--- src/hdl/tccw_pkg.sv ---
package tccw_pkg;

  // field widths of the request and result channels
  localparam int KIND_W     = 2;
  localparam int CODE_W     = 21;
  localparam int RROW_W     = 6;
  localparam int RCOL_W     = 7;
  localparam int COLOR_W    = 32;
  localparam int OCOL_W     = 7;
  localparam int OROW_W     = 6;

  // configuration port
  localparam int CFG_IDX_W     = 2;
  localparam int CFG_DATA_W    = 32;
  localparam int COLUMNS_REG_W = 8;
  localparam int ROWS_REG_W    = 7;

  localparam logic [COLUMNS_REG_W-1:0] COLUMNS_RESET = 8'd80;
  localparam logic [ROWS_REG_W-1:0]    ROWS_RESET    = 7'd25;

  // character and colour constants
  localparam logic [CODE_W-1:0]  CODE_NEWLINE   = 21'd10;
  localparam logic [CODE_W-1:0]  CODE_BACKSPACE = 21'd8;
  localparam logic [CODE_W-1:0]  CODE_SPACE     = 21'd32;
  localparam logic [COLOR_W-1:0] COLOR_WHITE    = 32'h00FF_FFFF;

  typedef enum logic [KIND_W-1:0] {
    KIND_WRITE  = 2'd0,
    KIND_CLEAR  = 2'd1,
    KIND_READ   = 2'd2,
    KIND_RENDER = 2'd3
  } kind_t;

  typedef enum logic [CFG_IDX_W-1:0] {
    REG_COLUMNS   = 2'd0,
    REG_ROWS      = 2'd1,
    REG_PEN_COLOR = 2'd2
  } cfg_reg_t;

  // datapath operations driven by one control word
  typedef enum logic [3:0] {
    OP_NOP        = 4'd0,
    OP_FETCH      = 4'd1,
    OP_TOP_SUB    = 4'd2,
    OP_CLR_SET    = 4'd3,
    OP_FILL_ALL   = 4'd4,
    OP_WR_CHAR    = 4'd5,
    OP_NEXT_ROW   = 4'd6,
    OP_SCROLL_SET = 4'd7,
    OP_FILL_ROW   = 4'd8,
    OP_TOUCH      = 4'd9,
    OP_BS_MOVE    = 4'd10,
    OP_BS_WRITE   = 4'd11,
    OP_READ       = 4'd12,
    OP_RENDER     = 4'd13,
    OP_EMIT       = 4'd14
  } uop_t;

  // jump conditions
  typedef enum logic [3:0] {
    C_NEXT     = 4'd0,
    C_ALWAYS   = 4'd1,
    C_NO_REQ   = 4'd2,
    C_TOP_GE   = 4'd3,
    C_DISPATCH = 4'd4,
    C_COL_LT   = 4'd5,
    C_ROW_LT   = 4'd6,
    C_ROW_MORE = 4'd7,
    C_ALL_MORE = 4'd8,
    C_OUT_FREE = 4'd9
  } cond_t;

  localparam int UPC_W = 5;
  typedef logic [UPC_W-1:0] upc_t;

  // microprogram step addresses
  localparam upc_t A_INIT      = 5'd0;
  localparam upc_t A_INIT_FILL = 5'd1;
  localparam upc_t A_IDLE      = 5'd2;
  localparam upc_t A_NORM      = 5'd3;
  localparam upc_t A_DISPATCH  = 5'd4;
  localparam upc_t A_WR_CHAR   = 5'd5;
  localparam upc_t A_CHK_COL   = 5'd6;
  localparam upc_t A_NEXT_ROW  = 5'd7;
  localparam upc_t A_CHK_ROW   = 5'd8;
  localparam upc_t A_SCR_SET   = 5'd9;
  localparam upc_t A_SCR_FILL  = 5'd10;
  localparam upc_t A_TOUCH     = 5'd11;
  localparam upc_t A_BS_MOVE   = 5'd12;
  localparam upc_t A_BS_WRITE  = 5'd13;
  localparam upc_t A_CLR_SET   = 5'd14;
  localparam upc_t A_CLR_FILL  = 5'd15;
  localparam upc_t A_DONE      = 5'd16;
  localparam upc_t A_DONE_WAIT = 5'd17;
  localparam upc_t A_READ      = 5'd18;
  localparam upc_t A_RENDER    = 5'd19;

  typedef struct packed {
    uop_t  op;
    cond_t cond;
    upc_t  jump;
  } uword_t;

  // condition inputs from the datapath to the sequencer
  typedef struct packed {
    logic no_req;
    logic top_ge;
    logic col_lt;
    logic row_lt;
    logic row_more;
    logic all_more;
    logic out_free;
  } flags_t;

  // control store
  function automatic uword_t ucode(upc_t a);
    uword_t w;
    case (a)
      A_INIT:      w = '{OP_CLR_SET,    C_NEXT,     A_IDLE};
      A_INIT_FILL: w = '{OP_FILL_ALL,   C_ALL_MORE, A_INIT_FILL};
      A_IDLE:      w = '{OP_FETCH,      C_NO_REQ,   A_IDLE};
      A_NORM:      w = '{OP_TOP_SUB,    C_TOP_GE,   A_NORM};
      A_DISPATCH:  w = '{OP_NOP,        C_DISPATCH, A_IDLE};
      A_WR_CHAR:   w = '{OP_WR_CHAR,    C_NEXT,     A_IDLE};
      A_CHK_COL:   w = '{OP_NOP,        C_COL_LT,   A_TOUCH};
      A_NEXT_ROW:  w = '{OP_NEXT_ROW,   C_NEXT,     A_IDLE};
      A_CHK_ROW:   w = '{OP_NOP,        C_ROW_LT,   A_TOUCH};
      A_SCR_SET:   w = '{OP_SCROLL_SET, C_NEXT,     A_IDLE};
      A_SCR_FILL:  w = '{OP_FILL_ROW,   C_ROW_MORE, A_SCR_FILL};
      A_TOUCH:     w = '{OP_TOUCH,      C_ALWAYS,   A_DONE};
      A_BS_MOVE:   w = '{OP_BS_MOVE,    C_NEXT,     A_IDLE};
      A_BS_WRITE:  w = '{OP_BS_WRITE,   C_ALWAYS,   A_TOUCH};
      A_CLR_SET:   w = '{OP_CLR_SET,    C_NEXT,     A_IDLE};
      A_CLR_FILL:  w = '{OP_FILL_ALL,   C_ALL_MORE, A_CLR_FILL};
      A_DONE:      w = '{OP_EMIT,       C_OUT_FREE, A_IDLE};
      A_DONE_WAIT: w = '{OP_NOP,        C_ALWAYS,   A_DONE};
      A_READ:      w = '{OP_READ,       C_ALWAYS,   A_DONE};
      A_RENDER:    w = '{OP_RENDER,     C_ALWAYS,   A_DONE};
      default:     w = '{OP_NOP,        C_ALWAYS,   A_IDLE};
    endcase
    return w;
  endfunction

  // entry step for a latched request
  function automatic upc_t dispatch(logic [KIND_W-1:0] kind, logic [CODE_W-1:0] code);
    upc_t t;
    case (kind)
      KIND_WRITE: begin
        if (code == CODE_NEWLINE) begin
          t = A_NEXT_ROW;
        end else if (code == CODE_BACKSPACE) begin
          t = A_BS_MOVE;
        end else begin
          t = A_WR_CHAR;
        end
      end
      KIND_CLEAR:  t = A_CLR_SET;
      KIND_READ:   t = A_READ;
      KIND_RENDER: t = A_RENDER;
      default:     t = A_RENDER;
    endcase
    return t;
  endfunction

endpackage

--- src/hdl/tccw_seq.sv ---
module tccw_seq (
  input  logic             clk,
  input  logic             rst,
  input  tccw_pkg::flags_t flags,
  input  tccw_pkg::upc_t   dispatch_to,
  output tccw_pkg::uword_t ctrl
);
  import tccw_pkg::*;

  upc_t upc;
  upc_t upc_next;
  logic take;

  // control word of the current step
  assign ctrl = ucode(upc);

  // jump condition select
  always_comb begin
    case (ctrl.cond)
      C_NEXT:     take = 1'b0;
      C_ALWAYS:   take = 1'b1;
      C_NO_REQ:   take = flags.no_req;
      C_TOP_GE:   take = flags.top_ge;
      C_DISPATCH: take = 1'b1;
      C_COL_LT:   take = flags.col_lt;
      C_ROW_LT:   take = flags.row_lt;
      C_ROW_MORE: take = flags.row_more;
      C_ALL_MORE: take = flags.all_more;
      C_OUT_FREE: take = flags.out_free;
      default:    take = 1'b0;
    endcase
  end

  // next step address
  always_comb begin
    if (ctrl.cond == C_DISPATCH) begin
      upc_next = dispatch_to;
    end else if (take) begin
      upc_next = ctrl.jump;
    end else begin
      upc_next = upc_t'(upc + 1'b1);
    end
  end

  // step counter, starts with the store clearing pass
  always_ff @(posedge clk) begin
    if (rst) begin
      upc <= A_INIT;
    end else begin
      upc <= upc_next;
    end
  end

endmodule

--- config.mk ---
export PLATFORM = sky130hd
export DESIGN_NAME = tccw_seq
export DESIGN_NICKNAME = d
export VERILOG_FILES = /design/src/hdl/tccw_pkg.sv /design/src/hdl/tccw_seq.sv
export SDC_FILE = /design/constraint.sdc
export NUM_CORES = 1
export LEC_CHECK = 0
export CORE_UTILIZATION = 35
export CTS_CLUSTER_DIAMETER = 120
export DETAILED_ROUTE_END_ITERATION = 10
export DONT_BUFFER_PORTS = 1
export GPL_ROUTABILITY_DRIVEN = 0
export PLACE_DENSITY = 0.6
export SLEW_MARGIN = 20
export SYNTH_ARGS = -nofsm -noshare
export SYNTH_HDL_FRONTEND = slang
export SYNTH_SLANG_ARGS = --single-unit
export TNS_END_PERCENT = 50
--- constraint.sdc ---
create_clock -name clk -period 3.05 [get_ports clk]
set_input_delay 0.61 -clock clk [delete_from_list [all_inputs] [get_ports clk]]
set_output_delay 0.61 -clock clk [all_outputs]
set_load 0.02 [all_outputs]
==> Yosys cells after proc, flatten, opt, wreduce, memory -nomap -nowiden <==
Memories as Yosys holds them, arrays and structs flattened. A register that Yosys moved wholly into a read port is not among the register bits.
Cells that the tools add are included.
{ "op_classes": {"n_reduce_logical": 1, "add_sub_neg": 1, "eq_ne": 9, "mux": 4} }
{ "op_table": {"columns": ["cell", "n"], "rows": [
  ["$eq 4x3->1 const B", 4],
  ["$mux 5", 3],
  ["$eq 4x2->1 const B", 2],
  ["$eq 4x4->1 const B", 2],
  ["$pmux 1 s8", 1],
  ["$add 5x1->5 const B", 1],
  ["$eq 4x1->1 const B", 1],
  ["$reduce_or 2->1", 1]
]} }
{ "totals": {"n_memories": 1, "in_bits": 14, "romBits": 416, "reg_bits": 5, "wordCells": 17} }
{ "memory_table": {"columns": ["name", "words", "word_bits", "read_ports", "rd_clocked_by_memory_dff", "wr", "line_no", "rtl"], "rows": [
  ["(name not given)", 32, 13, 1, 1, 0, "tccw_pkg.sv:118", "case (a)"]
]} }

==> Longest topological paths before layout <==
{ "logic_depth": {"word_depth": 6, "mapped_depth": 13, "depth_no_buf": 11} }

==> Worst setup path before layout <==
No wires, ideal clock.
{ "synth_timing": {"path_kind": "input to register", "startpoint": "in flags[1] (netlist bit)", "endpoint": "reg ctrl[5] (netlist name)", "setup_time_ps": 120, "arrival_ps": 2777, "path_buffers": 1, "stages": 10, "path_slack_ps": 153, "required_ps": 2930, "cell_sequence": "a211oi_1 -> a211oi_1 -> a22o_1 -> buf_4 -> mux2i_1 -> a21oi_1 -> inv_1 -> ha_1 -> mux4_2 -> or2_1"} }
{ "synth_via": {"elab_chain_cells": 4} }
{ "synth_rtl": {"columns": ["item", "line_no", "rtl"], "rows": [
  ["from (decl)", "tccw_seq.sv:4", "input tccw_pkg::flags_t flags,"],
  ["$pmux 1 s8", "tccw_seq.sv:19", "case (ctrl.cond)"],
  ["$mux 5", "tccw_seq.sv:38", "end else if (take) begin"],
  ["$mux 5", "tccw_seq.sv:36", "if (ctrl.cond == C_DISPATCH) begin"],
  ["$mux 5 (no line)", null, null]
]} }
No other way between the ends.
A chain may end at the register's enable or synchronous reset.

==> Worst setup path in the final report <==
{ "layout_timing": {"startpoint": "reg ctrl[8] (netlist name)", "endpoint": "reg ctrl[5] (netlist name)"} }
{ "layout_via": {"elab_chain_cells": 6} }
{ "layout_rtl": {"columns": ["item", "line_no"], "rows": [
  ["$eq 4x3->1 / $eq 4x1->1 (equally long branches)", "tccw_seq.sv:19, tccw_seq.sv:36"],
  ["$reduce_or 2->1 (no line)", null],
  ["$pmux 1 s8", "tccw_seq.sv:19"],
  ["$mux 5", "tccw_seq.sv:38"],
  ["$mux 5 (*)", "tccw_seq.sv:36"],
  ["$mux 5 (no line) (*)", null]
]} }
Mark *: on every way between the ends. The rest lies on a longest branch, timed or not.

==> results.toml <==
[synthesis]
yosysWarnings = 0
synth_area_leaders = "dfxtp_1, ha_1, mux2i_1"
netlist_instances = 150
synth_top_cell_by_area = "dfxtp_1"
synth_area_mm2 = 0.00133
synth_area_per_cell_um2 = 8.83
ys_async_sr_fraction_pct = 0
netlist.area_leader.share_pct = 27.2
synth_most_common_cell = "dfxtp_1"
synth-edff-count = 0
synth-seq-cells = 18
synth_cell_type_count = 56
yosysSeqAreaShare_pct = 27.2
ys.flop_type = "dfxtp_1"
syn_nets = 174
synthTopCellsByCount = "dfxtp_1, nand2_1, a21oi_1, ha_1, nor2_1"

[critical_path]
required_ns = 3.20
cp_max_fo = 8
r2r_slack_ns = 0.20
cp-start-kind = "flip-flop"
crit_chain = "nor2b_1, o21ai_0, and3_1, o31ai_1, nor2_1, inv_1, ha_1, mux4_2, or2_1"
max_stage_delay_ns = 0.45
r2r-end = "ctrl[5]$_SDFF_PP1_"
critPathBufInv = 1
crit_slowest_cell = "mux4_2"
worstSetupEndpointType = "flip-flop"
critPathKind = "reg2reg"
cp_top_family = "simple AND/OR/NAND/NOR gates"
reg2regPathDepth = 9
worstReg2RegStart = "ctrl[8]$_DFF_P_"
worst_ep_arrival_time_ns = 3.00

[pwr]
power_frac_comb_pct = 58.6
power.leakage_nw = 0.590
ir_drop_uv = 379
p_sw_share_pct = 44.6
p_total_mw = 1.54
p_int_mw = 0.856
seqPwrFrac_pct = 28.6
power_density_mw_per_mm2 = 1060
power.switching_mw = 0.688
clock_power_share_pct = 12.9

[clock_network]
ctsResizeCount = 0
cts.sinks = 18
ctsHtreeMaxLevel = 1
postCtsSetupRepairBufs = 0
clk_path_buf_depth = 2
cts_buffers = 3
clk_pin_slew_ns = 0.08
cts_tree = "done"
root_buffer = "clkbuf_8"
hold_buffers = 0
clock_latency_ns = 0.26

[finish]
register_area_um2 = 360
area_growth_pct = 10.3
drive_gt1_share_pct = 19.0
diodes = 0
multi_input_area_um2 = 867
fillerInstances = 364
final_nets = 183

[grt]
antenna_found_initial = 0
grt_max_degree = 11
track_usage_pct = 16.4
grt_overflow = 0
grt_pass1_vias = 1095
grt_pass1_wl_mm = 5.15

[detailed_routing]
drc_errors = 0
antenna_left = 0
wirelength_mm = 3.26
vias = 1144
wl_met2_mm = 1.53
drtIter0Drc = 63
wl_met3_um = 284
wire_per_inst_um = 16.0
avgViaCountPerCell = 5.61
dr.pass1.iters = 4
met1Wirelength_mm = 1.42
top_layer = "met4"

[sta]
period_share_pct = 93.5
maxSlewHeadroom_pct = 69.1
fin_skew_ns = 0.00979
worst_pin_slew_ns = 0.455
fin_crit_ns = 2.85
fmax_mhz = 351
hold_violations = 0
setup_viol = 0
rsz0062_at_grt = "no"
final_max_slew_viol_count = 0
fin_setup_tns_ns = 0

[floorplan]
fp-row-count = 21
ios = 27
design.die.area_mm2 = 0.00404
floorplan.die.height_um = 63.5
coreArea_mm2 = 0.00347
initial_core_util_pct = 38.2
dieWidth_um = 63.5

[status]
status = "completed"

[min_path]
worstHoldPathCells = 2
min_path_type = "in2reg"
hp-start = "rst"
hold_end = "ctrl[10]$_DFF_P_"

[placed_design]
dpl.hpwl_mm = 2.49
io_buffer_count = 0

[job]
cap_viol_max_count = 0
## power groups by stage
stage | combinational [mW] | clock, mW | sequential (mW)
final | 0.905 | 0.199 | 0.441
after global placement | 0.890 | 0 | 0.446
after floorplan | 0.696 | 0 | 0.436
after detailed placement | 0.895 | 0 | 0.446
after CTS | 0.902 | 0.201 | 0.443
after global routing | 0.999 | 0.213 | 0.451
## layout make-up
cell class,count,area share [%]
Clock buffer,4,3.77
Multi-Input combinational cell,116,59.3
Tap cell,46,3.94
Sequential cell,18,24.7
Timing Repair Buffer,11,5.65
Inverter,9,2.65
## through the flow
| step | std cells | instance area (um2) | setup slack, ns | hold WS, ns | utilization [%] |
|---|---|---|---|---|---|
| 3_5_place_dp | 200 | 1410 | 0.103 | 0.666 | 40.5 |
| 5_1_grt | 204 | 1460 | 0.0114 | 0.500 | 42.1 |
| 6_report | 204 | 1460 | 0.197 | 0.499 | 42.1 |
| 3_3_place_gp | 200 | 1410 | 0.182 | 0.655 | 40.5 |
| 4_1_cts | 204 | 1460 | 0.182 | 0.503 | 42.1 |
| 2_1_floorplan | 150 | 1330 | 0.153 | 0.592 | - |
## registers in the layout (all words and copies together), names as in the netlist
signal	cells
ctrl	13
upc	5
## cell families after synthesis
logic type,after synthesis,share of synthesized area (%)
flops,18,27.2
buf+inv,16,7.36
simple gates,52,21.2
xor+xnor,3,1.98
compound gates,39,22.3
mux,12,10.6
fa+ha+maj,10,9.44
## worst max path at each step
| stage | startpoint | to | slack, ns | cells past startpoint |
|---|---|---|---|---|
| after global routing | ctrl[8]$_DFF_P_ | ctrl[5]$_SDFF_PP1_ | 0.01 | 9 |
| after global placement | flags[1] | ctrl[5]$_SDFF_PP1_ | 0.18 | 9 |
| after floorplan | flags[1] | ctrl[5]$_SDFF_PP1_ | 0.15 | 10 |
| after CTS | ctrl[8]$_DFF_P_ | ctrl[5]$_SDFF_PP1_ | 0.18 | 9 |
| final | ctrl[8]$_DFF_P_ | ctrl[5]$_SDFF_PP1_ | 0.20 | 9 |
| after detailed placement | flags[1] | ctrl[5]$_SDFF_PP1_ | 0.10 | 9 |
## per-layer routing
layer  vias to the layer above  track usage [%]
li1                        561                -
met1                       532             21.9
met2                        47             26.2
met3                         4             3.08
met4                         0             5.68
met5                         -                0
## placed cells by master (no fill, tap or decap), drive strengths merged, types with 3 or more instances in the layout
cell	n
a211oi	5
a21oi	12
and2	3
buf	11
clkbuf	4
dfxtp	18
ha	10
inv	8
mux2	3
mux2i	8
nand2	14
nand3	4
nor2	10
o21ai	4
or2	3
or3	3
xor2	3
(Power assumes the default switching activity.)
